<file path="src/sv/gnp_pkg.sv">
// Shared types, constants and codes for the greedy number partitioner.
package gnp_pkg;

  // Fixed field widths of the stream and configuration ports
  localparam int IN_VALUE_W  = 32;
  localparam int OUT_INDEX_W = 4;
  localparam int OUT_SUM_W   = 40;
  localparam int OUT_TDATA_W = 88;
  localparam int CFG_INDEX_W = 8;
  localparam int CFG_DATA_W  = 8;
  localparam int BIN_COUNT_W = 5;

  // Defaults for the top-level parameters
  localparam int MAX_BINS_DEF    = 16;
  localparam int VALUE_WIDTH_DEF = 32;
  localparam int SUM_WIDTH_DEF   = 40;

  // Configuration register indexes and reset values
  localparam logic [CFG_INDEX_W-1:0] REG_BIN_COUNT = 8'd0;
  localparam logic [CFG_INDEX_W-1:0] REG_MODE      = 8'd1;
  localparam logic [BIN_COUNT_W-1:0] BIN_COUNT_RST = 5'd2;
  localparam logic                   MODE_LEAST    = 1'b0;
  localparam logic                   MODE_SNAKE    = 1'b1;

  // Sequencer states
  typedef enum logic [2:0] {
    ST_IDLE,
    ST_SCAN,
    ST_READ,
    ST_LOAD,
    ST_ADD,
    ST_SPREAD,
    ST_DIFF,
    ST_DONE
  } state_t;

  // Shared arithmetic unit operations
  typedef enum logic {
    ALU_ADD,
    ALU_SUB
  } alu_op_t;

  // One result item as handed from the sequencer to the output register
  typedef struct packed {
    logic [OUT_INDEX_W-1:0] bin_index;
    logic [OUT_SUM_W-1:0]   bin_total;
    logic [OUT_SUM_W-1:0]   spread;
    logic                   last_out;
    logic                   overflow;
  } res_t;

endpackage

</file>
<file path="src/sv/gnp_alu.sv">
// Shared arithmetic unit: saturating add, or subtract with borrow for compares.
module gnp_alu import gnp_pkg::*; #(
  parameter int SUM_WIDTH = SUM_WIDTH_DEF
) (
  input  alu_op_t              op,
  input  logic [SUM_WIDTH-1:0] a,
  input  logic [SUM_WIDTH-1:0] b,
  output logic [SUM_WIDTH-1:0] res,
  output logic                 flag
);

  logic [SUM_WIDTH:0] wide;

  // add: flag is saturation; sub: flag is borrow (a < b)
  always_comb begin
    case (op)
      ALU_ADD: begin
        wide = {1'b0, a} + {1'b0, b};
        flag = wide[SUM_WIDTH];
        res  = wide[SUM_WIDTH] ? {SUM_WIDTH{1'b1}} : wide[SUM_WIDTH-1:0];
      end
      ALU_SUB: begin
        wide = {1'b0, a} - {1'b0, b};
        flag = wide[SUM_WIDTH];
        res  = wide[SUM_WIDTH-1:0];
      end
      default: begin
        wide = '0;
        flag = 1'b0;
        res  = '0;
      end
    endcase
  end

endmodule

</file>
<file path="src/sv/gnp_bin_mem.sv">
// Bin sum memory: one write and one registered read port, per-entry valid bits.
module gnp_bin_mem import gnp_pkg::*; #(
  parameter int MAX_BINS  = MAX_BINS_DEF,
  parameter int SUM_WIDTH = SUM_WIDTH_DEF,
  localparam int KW = (MAX_BINS > 1) ? $clog2(MAX_BINS) : 1
) (
  input  logic                 clk,
  input  logic                 rst,
  input  logic                 clr,
  input  logic                 wr_en,
  input  logic [KW-1:0]        wr_addr,
  input  logic [SUM_WIDTH-1:0] wr_data,
  input  logic                 rd_en,
  input  logic [KW-1:0]        rd_addr,
  output logic [SUM_WIDTH-1:0] rd_data
);

  logic [SUM_WIDTH-1:0] mem [MAX_BINS];
  logic [MAX_BINS-1:0]  vld;

  // storage
  always_ff @(posedge clk) begin
    if (wr_en) begin
      mem[wr_addr] <= wr_data;
    end
  end

  // valid bits: an entry that is not valid reads as zero
  always_ff @(posedge clk) begin
    if (rst || clr) begin
      vld <= '0;
    end else if (wr_en) begin
      vld[wr_addr] <= 1'b1;
    end
  end

  // registered read, holds when not enabled
  always_ff @(posedge clk) begin
    if (rd_en) begin
      rd_data <= vld[rd_addr] ? mem[rd_addr] : '0;
    end
  end

endmodule

</file>
<file path="src/sv/gnp_seq.sv">
// Sequencer: bin choice scan, bin update, spread scan and snake order.
module gnp_seq import gnp_pkg::*; #(
  parameter int MAX_BINS    = MAX_BINS_DEF,
  parameter int VALUE_WIDTH = VALUE_WIDTH_DEF,
  parameter int SUM_WIDTH   = SUM_WIDTH_DEF,
  localparam int KW = (MAX_BINS > 1) ? $clog2(MAX_BINS) : 1
) (
  input  logic                   clk,
  input  logic                   rst,
  // configuration
  input  logic [BIN_COUNT_W-1:0] bin_count,
  input  logic                   mode,
  // input item
  input  logic                   in_valid,
  output logic                   in_ready,
  input  logic [IN_VALUE_W-1:0]  in_value,
  input  logic                   in_last,
  // result item
  output logic                   res_valid,
  input  logic                   res_ready,
  output res_t                   res,
  // bin memory
  output logic                   mem_clr,
  output logic                   mem_we,
  output logic [KW-1:0]          mem_waddr,
  output logic [SUM_WIDTH-1:0]   mem_wdata,
  output logic                   mem_re,
  output logic [KW-1:0]          mem_raddr,
  input  logic [SUM_WIDTH-1:0]   mem_rdata,
  // shared arithmetic unit
  output alu_op_t                alu_op,
  output logic [SUM_WIDTH-1:0]   alu_a,
  output logic [SUM_WIDTH-1:0]   alu_b,
  input  logic [SUM_WIDTH-1:0]   alu_res,
  input  logic                   alu_flag
);

  localparam int NW = $clog2(MAX_BINS + 1);
  localparam int VW = (VALUE_WIDTH < IN_VALUE_W) ? VALUE_WIDTH : IN_VALUE_W;
  localparam int EW = (VW > SUM_WIDTH) ? VW : SUM_WIDTH;

  state_t               state, state_next;
  logic [NW-1:0]        cnt, cnt_next;
  logic                 pend, pend_next;
  logic [KW-1:0]        pend_idx, pend_idx_next;
  logic                 ph, ph_next;
  logic [KW-1:0]        k, k_next;
  logic [SUM_WIDTH-1:0] best, best_next;
  logic [SUM_WIDTH-1:0] sum, sum_next;
  logic                 ovf, ovf_next;
  logic [SUM_WIDTH-1:0] hi, hi_next;
  logic [SUM_WIDTH-1:0] lo, lo_next;
  logic [SUM_WIDTH-1:0] spread_r, spread_r_next;
  logic [VW-1:0]        v_q, v_q_next;
  logic                 last_q, last_q_next;
  logic [KW-1:0]        snake_pos, snake_pos_next;
  logic                 snake_back, snake_back_next;

  logic [NW-1:0] bins_used;
  logic [NW-1:0] last_bin;
  logic          pend_end;
  logic          read_more;
  logic [EW-1:0] v_ext;
  logic          v_big;
  logic [KW-1:0] snake_cur;

  // bins in use: zero counts as one, clipped to capacity
  always_comb begin
    if (bin_count == '0) begin
      bins_used = NW'(1);
    end else if (32'(bin_count) > MAX_BINS) begin
      bins_used = NW'(MAX_BINS);
    end else begin
      bins_used = NW'(bin_count);
    end
  end

  assign last_bin  = bins_used - NW'(1);
  assign pend_end  = pend && (NW'(pend_idx) == last_bin);
  assign read_more = (cnt < bins_used);

  // value wider than a sum saturates the bin outright
  assign v_ext = EW'(v_q);
  assign v_big = |(v_ext >> SUM_WIDTH);

  // snake position pulled back into the bins in use
  assign snake_cur = (NW'(snake_pos) >= bins_used) ? last_bin[KW-1:0] : snake_pos;

  // next state
  always_comb begin
    state_next = state;
    case (state)
      ST_IDLE: begin
        if (in_valid) begin
          state_next = (mode == MODE_SNAKE) ? ST_READ : ST_SCAN;
        end
      end
      ST_SCAN: begin
        if (pend_end) begin
          state_next = ST_ADD;
        end
      end
      ST_READ: state_next = ST_LOAD;
      ST_LOAD: state_next = ST_ADD;
      ST_ADD:  state_next = last_q ? ST_SPREAD : ST_DONE;
      ST_SPREAD: begin
        if (ph && pend_end) begin
          state_next = ST_DIFF;
        end
      end
      ST_DIFF: state_next = ST_DONE;
      ST_DONE: begin
        if (res_ready) begin
          state_next = ST_IDLE;
        end
      end
      default: state_next = ST_IDLE;
    endcase
  end

  // outputs: handshakes, memory ports, arithmetic unit operands
  always_comb begin
    in_ready  = 1'b0;
    res_valid = 1'b0;
    mem_clr   = 1'b0;
    mem_we    = 1'b0;
    mem_re    = 1'b0;
    mem_raddr = cnt[KW-1:0];
    alu_op    = ALU_SUB;
    alu_a     = best;
    alu_b     = mem_rdata;
    case (state)
      ST_IDLE: in_ready = 1'b1;
      ST_SCAN: mem_re = read_more;
      ST_READ: begin
        mem_re    = 1'b1;
        mem_raddr = k;
      end
      ST_ADD: begin
        mem_we = 1'b1;
        alu_op = ALU_ADD;
        alu_b  = v_ext[SUM_WIDTH-1:0];
      end
      ST_SPREAD: begin
        if (!ph) begin
          alu_a = hi;
          alu_b = mem_rdata;
        end else begin
          alu_a  = mem_rdata;
          alu_b  = lo;
          mem_re = !pend_end && read_more;
        end
      end
      ST_DIFF: begin
        mem_clr = 1'b1;
        alu_a   = hi;
        alu_b   = lo;
      end
      ST_DONE: res_valid = 1'b1;
      default: ;
    endcase
  end

  assign mem_waddr = k;
  assign mem_wdata = v_big ? {SUM_WIDTH{1'b1}} : alu_res;

  // datapath register updates
  always_comb begin
    cnt_next        = cnt;
    pend_next       = pend;
    pend_idx_next   = pend_idx;
    ph_next         = ph;
    k_next          = k;
    best_next       = best;
    sum_next        = sum;
    ovf_next        = ovf;
    hi_next         = hi;
    lo_next         = lo;
    spread_r_next   = spread_r;
    v_q_next        = v_q;
    last_q_next     = last_q;
    snake_pos_next  = snake_pos;
    snake_back_next = snake_back;
    case (state)
      ST_IDLE: begin
        if (in_valid) begin
          v_q_next      = in_value[VW-1:0];
          last_q_next   = in_last;
          cnt_next      = '0;
          pend_next     = 1'b0;
          spread_r_next = '0;
          if (mode == MODE_SNAKE) begin
            // visit order repeats the end bins
            k_next = snake_cur;
            if (!snake_back) begin
              if (NW'(snake_cur) + NW'(1) >= bins_used) begin
                snake_back_next = 1'b1;
                snake_pos_next  = snake_cur;
              end else begin
                snake_pos_next = snake_cur + KW'(1);
              end
            end else begin
              if (snake_cur == '0) begin
                snake_back_next = 1'b0;
                snake_pos_next  = snake_cur;
              end else begin
                snake_pos_next = snake_cur - KW'(1);
              end
            end
          end
        end
      end
      ST_SCAN: begin
        // smallest sum, the later index wins a tie
        if (pend && (pend_idx == '0 || !alu_flag)) begin
          best_next = mem_rdata;
          k_next    = pend_idx;
        end
        if (read_more) begin
          cnt_next      = cnt + NW'(1);
          pend_idx_next = cnt[KW-1:0];
        end
        pend_next = read_more;
      end
      ST_LOAD: best_next = mem_rdata;
      ST_ADD: begin
        sum_next  = mem_wdata;
        ovf_next  = alu_flag || v_big;
        cnt_next  = '0;
        pend_next = 1'b0;
        ph_next   = 1'b1;
      end
      ST_SPREAD: begin
        if (!ph) begin
          // largest sum
          if (pend_idx == '0) begin
            hi_next = mem_rdata;
            lo_next = mem_rdata;
          end else if (alu_flag) begin
            hi_next = mem_rdata;
          end
          ph_next = 1'b1;
        end else begin
          // smallest sum, then fetch the next bin
          if (pend && pend_idx != '0 && alu_flag) begin
            lo_next = mem_rdata;
          end
          if (!pend_end && read_more) begin
            cnt_next      = cnt + NW'(1);
            pend_idx_next = cnt[KW-1:0];
            pend_next     = 1'b1;
            ph_next       = 1'b0;
          end
        end
      end
      ST_DIFF: begin
        spread_r_next   = alu_res;
        snake_pos_next  = '0;
        snake_back_next = 1'b0;
      end
      default: ;
    endcase
  end

  // control registers
  always_ff @(posedge clk) begin
    if (rst) begin
      state      <= ST_IDLE;
      pend       <= 1'b0;
      snake_pos  <= '0;
      snake_back <= 1'b0;
    end else begin
      state      <= state_next;
      pend       <= pend_next;
      snake_pos  <= snake_pos_next;
      snake_back <= snake_back_next;
    end
  end

  // payload registers
  always_ff @(posedge clk) begin
    cnt      <= cnt_next;
    pend_idx <= pend_idx_next;
    ph       <= ph_next;
    k        <= k_next;
    best     <= best_next;
    sum      <= sum_next;
    ovf      <= ovf_next;
    hi       <= hi_next;
    lo       <= lo_next;
    spread_r <= spread_r_next;
    v_q      <= v_q_next;
    last_q   <= last_q_next;
  end

  // result item
  assign res.bin_index = OUT_INDEX_W'(k);
  assign res.bin_total = OUT_SUM_W'(sum);
  assign res.spread    = OUT_SUM_W'(spread_r);
  assign res.last_out  = last_q;
  assign res.overflow  = ovf;

  // the updated bin is always one in use
  assert property (@(posedge clk) disable iff (rst) mem_we |-> (NW'(k) < bins_used))
    else $error("bin write outside the bins in use");

  // clearing the bins ends a set and hands the result on
  assert property (@(posedge clk) disable iff (rst) mem_clr |=> (state == ST_DONE))
    else $error("bin clear not followed by result");

  // an item that is not last skips the spread scan
  assert property (@(posedge clk) disable iff (rst)
    (state == ST_ADD && !last_q) |=> (state == ST_DONE))
    else $error("spread scan on an item that is not last");

  // spread is zero unless the set ends
  assert property (@(posedge clk) disable iff (rst)
    (res_valid && !res.last_out) |-> (res.spread == '0))
    else $error("nonzero spread on an item that is not last");

endmodule

</file>
<file path="src/sv/greedy_number_partitioner_top.sv">
// Top level of the greedy number partitioner: ports, configuration, output register.
//
// Values arrive on the s_axis channel, value in tdata and the end-of-set
// mark in tlast; one result leaves on m_axis for every value: bin index,
// new bin sum and spread in tdata, overflow in tuser, the set end in tlast.
// The cfg channel writes bin_count (index 0) and mode (index 1); other
// indexes are ignored. Write it only while no value is in flight (between
// values, which may be in the middle of a set).
// Least-loaded mode scans the bin sums one per cycle through a single read
// port of the bin memory. A last value adds a spread scan over the bins in
// use (the max and min compares share one subtractor), after which all bins
// and the snake position are cleared at once.
// s_axis_tready is high only while no value is being worked on. While m_axis
// stalls with a result still held, the next result waits in the sequencer
// and s_axis_tready stays low.
// Reset (rst, synchronous) empties all bins, returns the snake to bin 0
// going forward, and sets bin_count to 2 and mode to least-loaded.
module greedy_number_partitioner_top import gnp_pkg::*; #(
  parameter int MAX_BINS    = MAX_BINS_DEF,
  parameter int VALUE_WIDTH = VALUE_WIDTH_DEF,
  parameter int SUM_WIDTH   = SUM_WIDTH_DEF
) (
  input  logic                   clk,
  input  logic                   rst,
  // configuration writes
  input  logic                   cfg_valid,
  output logic                   cfg_ready,
  input  logic [CFG_INDEX_W-1:0] cfg_index,
  input  logic [CFG_DATA_W-1:0]  cfg_data,
  // input values
  input  logic                   s_axis_tvalid,
  output logic                   s_axis_tready,
  input  logic [IN_VALUE_W-1:0]  s_axis_tdata,   // [31:0] value
  input  logic                   s_axis_tlast,
  // results
  output logic                   m_axis_tvalid,
  input  logic                   m_axis_tready,
  output logic [OUT_TDATA_W-1:0] m_axis_tdata,   // [3:0] bin_index, [43:4] bin_total,
                                                 // [83:44] spread, [87:84] zero
  output logic                   m_axis_tlast,
  output logic [0:0]             m_axis_tuser    // [0] overflow
);

  localparam int KW = (MAX_BINS > 1) ? $clog2(MAX_BINS) : 1;

  logic [BIN_COUNT_W-1:0] bin_count;
  logic                   mode;

  logic                 res_valid;
  logic                 res_ready;
  res_t                 res;
  res_t                 out_q;

  logic                 mem_clr;
  logic                 mem_we;
  logic [KW-1:0]        mem_waddr;
  logic [SUM_WIDTH-1:0] mem_wdata;
  logic                 mem_re;
  logic [KW-1:0]        mem_raddr;
  logic [SUM_WIDTH-1:0] mem_rdata;

  alu_op_t              alu_op;
  logic [SUM_WIDTH-1:0] alu_a;
  logic [SUM_WIDTH-1:0] alu_b;
  logic [SUM_WIDTH-1:0] alu_res;
  logic                 alu_flag;

  // configuration registers
  assign cfg_ready = 1'b1;

  always_ff @(posedge clk) begin
    if (rst) begin
      bin_count <= BIN_COUNT_RST;
      mode      <= MODE_LEAST;
    end else if (cfg_valid && cfg_ready) begin
      case (cfg_index)
        REG_BIN_COUNT: bin_count <= cfg_data[BIN_COUNT_W-1:0];
        REG_MODE:      mode      <= cfg_data[0];
        default: ;
      endcase
    end
  end

  gnp_seq #(
    .MAX_BINS    (MAX_BINS),
    .VALUE_WIDTH (VALUE_WIDTH),
    .SUM_WIDTH   (SUM_WIDTH)
  ) u_seq (
    .clk       (clk),
    .rst       (rst),
    .bin_count (bin_count),
    .mode      (mode),
    .in_valid  (s_axis_tvalid),
    .in_ready  (s_axis_tready),
    .in_value  (s_axis_tdata),
    .in_last   (s_axis_tlast),
    .res_valid (res_valid),
    .res_ready (res_ready),
    .res       (res),
    .mem_clr   (mem_clr),
    .mem_we    (mem_we),
    .mem_waddr (mem_waddr),
    .mem_wdata (mem_wdata),
    .mem_re    (mem_re),
    .mem_raddr (mem_raddr),
    .mem_rdata (mem_rdata),
    .alu_op    (alu_op),
    .alu_a     (alu_a),
    .alu_b     (alu_b),
    .alu_res   (alu_res),
    .alu_flag  (alu_flag)
  );

  gnp_bin_mem #(
    .MAX_BINS  (MAX_BINS),
    .SUM_WIDTH (SUM_WIDTH)
  ) u_mem (
    .clk     (clk),
    .rst     (rst),
    .clr     (mem_clr),
    .wr_en   (mem_we),
    .wr_addr (mem_waddr),
    .wr_data (mem_wdata),
    .rd_en   (mem_re),
    .rd_addr (mem_raddr),
    .rd_data (mem_rdata)
  );

  gnp_alu #(
    .SUM_WIDTH (SUM_WIDTH)
  ) u_alu (
    .op   (alu_op),
    .a    (alu_a),
    .b    (alu_b),
    .res  (alu_res),
    .flag (alu_flag)
  );

  // output register: takes a result when empty or being drained
  assign res_ready = !m_axis_tvalid || m_axis_tready;

  always_ff @(posedge clk) begin
    if (rst) begin
      m_axis_tvalid <= 1'b0;
    end else if (res_ready) begin
      m_axis_tvalid <= res_valid;
    end
  end

  always_ff @(posedge clk) begin
    if (res_valid && res_ready) begin
      out_q <= res;
    end
  end

  assign m_axis_tdata = {{(OUT_TDATA_W - OUT_INDEX_W - 2 * OUT_SUM_W){1'b0}},
                         out_q.spread, out_q.bin_total, out_q.bin_index};
  assign m_axis_tlast = out_q.last_out;
  assign m_axis_tuser = out_q.overflow;

endmodule
</file>
<file path="config.mk">
export PLATFORM = sky130hd
export DESIGN_NAME = greedy_number_partitioner_top
export DESIGN_NICKNAME = d
export VERILOG_FILES = /design/src/sv/gnp_pkg.sv /design/src/sv/gnp_alu.sv /design/src/sv/gnp_bin_mem.sv /design/src/sv/gnp_seq.sv /design/src/sv/greedy_number_partitioner_top.sv
export SDC_FILE = /design/constraint.sdc
export NUM_CORES = 1
export LEC_CHECK = 0
export ABC_AREA = 1
export BUFFER_PORTS_ARGS = -buffer_cell sky130_fd_sc_hd__clkbuf_2
export CORE_ASPECT_RATIO = 1.2
export CORE_MARGIN = 1.5
export CORE_UTILIZATION = 39
export DETAILED_ROUTE_END_ITERATION = 10
export REMOVE_ABC_BUFFERS = 1
export SYNTH_ARGS = -nofsm -noshare
export SYNTH_HDL_FRONTEND = slang
export SYNTH_HIERARCHICAL = 1
export SYNTH_SLANG_ARGS = --single-unit
</file>
<file path="constraint.sdc">
create_clock -name clk -period 15.8 [get_ports clk]
set_clock_uncertainty 0.15 [all_clocks]
set_input_delay 1.58 -clock clk [delete_from_list [all_inputs] [get_ports clk]]
set_output_delay 1.58 -clock clk [all_outputs]
set_load 0.005 [all_outputs]
</file>
==> results of run 1 <==
where the power goes:
part           total (W)  internal (W)  switching (W)
clock            0.00253       0.00145        0.00108
combinational    0.00604       0.00144        0.00460
sequential       0.00462       0.00448       0.000147
cell families after synthesis:
logic type	Yosys count	synth area share (%)
fa+ha+maj	98	2.42
other cells	2	0.0146
mux	4	0.0853
flops	1046	60.6
xor+xnor	16	0.288
compound gates	293	3.83
buf+inv	1233	10.5
simple gates	2662	22.3
worst reg2reg max path, delay by kind of cell (launching register included):
family | cells | cell delay, ps
compound gates | 3 | 430
buf+inv | 8 | 2770
flops | 1 | 300
fa+ha+maj | 1 | 550
simple gates | 12 | 2360
path summary, 6_finish.rpt:
| check | slack (ps) | cells past startpoint | startpoint | endpoint |
|---|---|---|---|---|
| max | 8830 | 24 | u_seq/state[2]$_SDFFE_PP0P_ | u_seq/best[19]$_DFFE_PP_ |
| min | 260 | 0 | u_seq/sum[14]$_DFFE_PP_ | m_axis_tdata[18]$_DFFE_PP_ |
| max reg2reg | 8830 | 24 | u_seq/state[2]$_SDFFE_PP0P_ | u_seq/best[19]$_DFFE_PP_ |
| min reg2reg | 260 | 0 | u_seq/sum[14]$_DFFE_PP_ | m_axis_tdata[18]$_DFFE_PP_ |
sequential cells by signal, indices dropped and copies added, names as in the netlist, 5 cells and up:
signal	flops
u_mem/mem	640
m_axis_tdata	84
u_mem/rd_data	40
u_seq/best	40
u_seq/hi	40
u_seq/lo	40
u_seq/spread_r	40
u_seq/sum	40
u_seq/v_q	32
u_mem/vld	16
bin_count	5
u_seq/cnt	5
cells in the mapped netlist (26+ instances only):
library cell	number	area (sq um)
nand2_1	1535	5760
edfxtp_1	1014	30400
inv_1	942	3540
nand3_1	653	3270
nor2_1	314	1180
o21ai_0	106	531
ha_1	96	1200
a21oi_1	93	465
buf_4	74	556
buf_2	72	360
clkbuf_1	47	176
buf_6	44	495
a221oi_2	40	601
nand3_2	33	330
dfxtp_1	32	641
nand2_2	28	175
inv_2	27	101
nand4_1	27	169
o21ai_1	26	130
per-stage QoR:
| stage | hold WS, ps | total power (W) | cells |
|---|---|---|---|
| 2_1_floorplan | 250 | 0.00857 | 5098 |
| 3_3_place_gp | 252 | 0.0107 | 6976 |
| 3_5_place_dp | 255 | 0.0107 | 6976 |
| 4_1_cts | 255 | 0.0133 | 7178 |
| 5_1_grt | 268 | 0.0141 | 7178 |
| 6_report | 258 | 0.0132 | 7178 |
routing by layer:
metal / part of all wire, % / vias up
li1: - / 17300
met1: 42 / 17200
met2: 50 / 932
met3: 4.5 / 235
met4: 3.1 / 0
met5: 0 / -
final cells by class:
| type | count | share of cell area [%] |
|---|---|---|
| flip-flops and latches | 1046 | 55.0 |
| clock inverters | 73 | 1.18 |
| well taps | 1690 | 3.74 |
| inverters | 974 | 6.50 |
| multi-input cells | 3078 | 26.6 |
| repair buffers | 188 | 1.89 |
| clock buffers | 129 | 5.05 |
==> impl_metrics.yaml, run 1 <==
outcome:
  status: "finished clean"
logic_synthesis:
  seq_area_frac_synth_pct: 60.6
  async_flop_share_pct: 0
  synth_warnings: 6
  synth-edff-count: 1014
  syn_inst: 5354
  synth-seq-cells: 1046
  syn_area_sq_um: 51300
  ys_types: 54
  ys.flop_type: "edfxtp_1"
  avgSynthCellArea_sq_um: 9.59
sta:
  min_period_ps: 6970
  worst_pin_slew_ps: 1220
  rsz0062_at_grt: "false"
  slew_viol_final: 0
  layout_setup_ws_ps: 8830
  hold_viol: 0
  fmax_mhz: 143
  fin_tns_setup_ps: 0
  max_slew_margin_pct: 18.9
  period_share_pct: 44.1
  setup_viol: 0
critical_path:
  end_kind: "flop"
  max_stage_delay_ps: 700
  critPathTopFamily: "buffers and inverters"
  cpMaxStageDelayCell: "inv_4"
  path_buf_inv: 8
  start_kind: "flop"
  worstPathArrival_ps: 7170
  critical_path_required_ps: 16000
  critical_path.cell_chain: "buf_4 -> nand2_1 -> buf_4 -> inv_4 -> buf_4 -> nand2_1 -> nand3_1 -> inv_1 -> ha_1 -> o21ai_1 -> inv_1 -> o21ai_2 -> nand2_2 -> nand2_2 -> clkinv_2 -> nand3_4 -> nand2_2 -> nand3_2 -> nand2_4 -> nand2_2 -> nand2_1 -> nand3_1 -> o21ai_4 -> buf_4"
  crit_type: "flop to flop"
  path_max_fanout: 45
detailed_routing:
  antenna_left: 0
  wire_per_inst_um: 19.6
  drc: 0
  drt_iter0_markers: 2907
  vias: 35700
  drt-pass1-iter-count: 5
  wl_mm: 141
  vias_per_cell: 4.97
die:
  dieArea_sq_um: 134000
  dieHeight_um: 400
  core_sq_um: 130000
  start_util_pct: 39.3
  rows: 145
  die_w_um: 334
  ios: 147
place:
  postPlaceCellArea_sq_um: 53000
  pre_cts_ws_ps: 8780
  gp_congestion: 0.972
  port_buffers: 138
  dp_hpwl_mm: 87.6
cts:
  ctsHoldBuffers: 0
  cts_buffers: 106
  path_clk_slew_ps: 60
  cts_tree: "yes"
  cts.sinks: 1046
  cts_root_buffer: "clkbuf_16"
  clock_path_buffers: 3
  post_cts_buffers: 0
  clk_latency_ps: 740
  htree_levels: 3
  cts.repair.resized: 0
final_layout:
  final_common_cell: "nand2_1"
  final_core_util_pct: 43.3
  multi_input_area_sq_um: 15000
  finalInstanceArea_sq_um: 56500
  seqCellArea_sq_um: 31100
  diodes: 0
  most-common-layout-cells: "1533 x nand2_1, 1014 x edfxtp_1, 933 x inv_1, 653 x nand3_1, 304 x nor2_1"
  fill_cells: 12400
  area_delta_synth_final_pct: 10.1
  layout.nets: 5546
  layout-drive-gt1-share_pct: 10.1
grt:
  use_met1_pct: 26.7
  top_usage_layer: "met2"
  grt_util_met3_pct: 2.47
  grt_pass1_vias: 34900
  track_usage_pct: 21.0
  grt-ovfl-total: 0
  grt_start_max_net_pins: 130
  grt_pass1_wl_mm: 213
  use_met2_pct: 36.5
  antenna_found_initial: 3
power:
  p_leak_nw: 24.4
  powerDensity_nw_per_um2: 234
  ir_drop_mv: 0.133
flow_run:
  cap_viol_max_count: 0
worst_hold_path:
  hp-class: "flop to flop"
No activity file was read; power rests on OpenSTA's default activity.
==> inputs of run 2 (changes only) <==
==> constraint.sdc (replaced) <==
create_clock -name clk -period 6.2 [get_ports clk]
set_clock_uncertainty 0.15 [all_clocks]
set_input_delay 0.62 -clock clk [delete_from_list [all_inputs] [get_ports clk]]
set_output_delay 0.62 -clock clk [all_outputs]
set_load 0.005 [all_outputs]
==> impl_metrics.yaml, run 2 (synthesized netlist as in run 1, its figures left out) <==
outcome:
  status: "finished clean"
cts:
  post_cts_buffers: 0
  htree_levels: 3
  path_clk_slew_ps: 70
  cts_root_buffer: "clkbuf_16"
  clk_latency_ps: 740
  clock_path_buffers: 3
  cts_buffers: 104
  cts.repair.resized: 0
  cts.sinks: 1046
  cts_tree: "yes"
die:
  ios: 147
  core_sq_um: 130000
  dieArea_sq_um: 134000
  rows: 145
  start_util_pct: 39.3
  dieHeight_um: 400
  die_w_um: 334
detailed_routing:
  drt_iter0_markers: 2937
  vias: 36100
  wire_per_inst_um: 19.7
  wl_mm: 143
  antenna_left: 0
  drc: 0
  vias_per_cell: 4.99
  drt-pass1-iter-count: 7
critical_path:
  r2r_end: "u_seq/best[22]$_DFFE_PP_"
  start_kind: "flop"
  rr_startpoint: "u_seq/state[1]$_SDFFE_PP0P_"
  critical_path_required_ps: 6440
  end_kind: "flop"
  rr_worst_depth: 23
  crit_type: "flop to flop"
  ff2ff_setup_slack_ps: 530
  worstPathArrival_ps: 5910
  path_max_fanout: 40
power:
  p_comb_share_pct: 46.6
  powerDensity_nw_per_um2: 595
  p_leak_nw: 24.7
  internal_power_w: 0.0187
  clkPwrFrac_pct: 18.6
  swShare_pct: 44.8
  ir_drop_mv: 0.459
  switchingPower_w: 0.0152
  pwr-share-seq_pct: 34.8
sta:
  fmax_mhz: 176
  min_period_ps: 5670
  fin_tns_setup_ps: 0
  setup_viol: 0
  max_slew_margin_pct: 26.8
  layout_setup_ws_ps: 532
  rsz0062_at_grt: "false"
  period_share_pct: 91.4
  hold_viol: 0
  whs_ps: 73.6
  worst_pin_slew_ps: 1090
  slew_viol_final: 0
final_layout:
  layout-drive-gt1-share_pct: 10.2
  top_register: "u_mem/mem"
  instances_no_fill: 7231
  largest_reg_flops: 640
  fill_cells: 12200
  area_delta_synth_final_pct: 11.1
  most-common-layout-cells: "1533 x nand2_1, 1014 x edfxtp_1, 933 x inv_1, 653 x nand3_1, 304 x nor2_1"
  finalInstanceArea_sq_um: 57000
  final_common_cell: "nand2_1"
  layout.nets: 5606
place:
  pre_cts_ws_ps: 640
  postPlaceCellArea_sq_um: 53200
  port_buffers: 138
  dp_cells: 7001
  dp_hpwl_mm: 92.4
  gp_congestion: 0.977
flow_run:
  cap_viol_max_count: 0
grt:
  grt_pass1_vias: 35000
  grt-ovfl-total: 0
  track_usage_pct: 21.2
  grt_pass1_wl_mm: 215
  antenna_found_initial: 5
  grt_start_max_net_pins: 145
worst_hold_path:
  hold-path-cell-count: 2
  hp-class: "input port to flop"
  min_from: "rst"
  hold_path_end: "u_seq/snake_back$_SDFFE_PP0P_"
==> run 2: cell types whose count changed in the layout (fill, tap and decap cells not counted), moves of 5 or more <==
cell           before  now
buf_4              50   69
clkinv_2           22   15
buf_12              0    6
clkbuf_16         110  105
dlygate4sd3_1       0   37
clkbuf_1           16   25
clkinv_1           30   21
==> run 2: area by class of cell <==
cell class / count / area (sq um) / share of cell area, %
Clock buffer: 137 / 2820 / 4.94
Timing Repair Buffer: 250 / 1700 / 2.98
Clock inverter: 53 / 576 / 1.01
Tap cell: 1690 / 2110 / 3.71
Multi-Input combinational cell: 3078 / 15000 / 26.4
Inverter: 974 / 3670 / 6.44
Antenna cell: 3 / 7.51 / 0.0132
Sequential cell: 1046 / 31100 / 54.5
==> run 2: worst max path at each step <==
| stage | startpoint | end | depth (start not counted) |
|---|---|---|---|
| after floorplan | u_seq/state[2]$_SDFFE_PP0P_ | u_mem/rd_data[0]$_SDFFCE_PN0P_ | 11 |
| after CTS | u_seq/state[1]$_SDFFE_PP0P_ | u_seq/best[22]$_DFFE_PP_ | 23 |
| after detailed placement | u_seq/state[1]$_SDFFE_PP0P_ | u_seq/best[25]$_DFFE_PP_ | 23 |
| final | u_seq/state[1]$_SDFFE_PP0P_ | u_seq/best[22]$_DFFE_PP_ | 23 |
| after global placement | u_seq/state[1]$_SDFFE_PP0P_ | u_seq/best[19]$_DFFE_PP_ | 23 |
| after global routing | u_seq/state[1]$_SDFFE_PP0P_ | u_seq/best[19]$_DFFE_PP_ | 23 |
==> run 2: timing repair <==
| action | CTS | global route |
|---|---|---|
| hold endpoints to repair | 37 | 0 |
| hold buffers | 37 | 0 |
| endpoints found under the setup margin | 0 | 0 |
==> run 2: worst max-delay path, cell delays in order (launching register included) <==
cell and delay [ps]:
dfxtp_1 510, nor2_4 100, inv_2 140, nor2_4 60, nand2_1 140, clkinv_1 670
buf_4 500, o21ai_0 190, nand3_1 130, inv_1 70, ha_1 260, nand2_1 160
nor2_1 210, inv_1 80, nor3_1 300, nand4_1 240, nand3_1 190, nand2_1 90
nand4_1 140, nand2_2 120, nand2_1 170, nand3_1 210, o21ai_4 140, buf_12 280
==> run 2: per-layer routing <==
layer  wire [um]  GRT usage (%)  part of all wire [%]  up-vias
li1            -              -                     -    17500
met1       61400           28.1                    43    17300
met2       69900           36.3                    49     1056
met3        7700           2.69                   5.4      221
met4        3770           6.21                   2.6        2
met5          13              0                0.0091        -
==> run 2: stage by stage <==
step           util, %  power [W]
6_report          43.7     0.0339
5_1_grt           43.7     0.0362
4_1_cts           43.7     0.0342
3_5_place_dp      40.8     0.0278
3_3_place_gp      40.8     0.0276
2_1_floorplan        -     0.0218
==> run 2: power groups by stage <==
stage | registers (W) | clock network, W | logic [W]
global route | 0.0119 | 0.00672 | 0.0176
finish | 0.0118 | 0.00630 | 0.0158
detailed placement | 0.0120 | 0 | 0.0158
floorplan | 0.0118 | 0 | 0.0101
CTS | 0.0118 | 0.00646 | 0.0159
global placement | 0.0119 | 0 | 0.0157
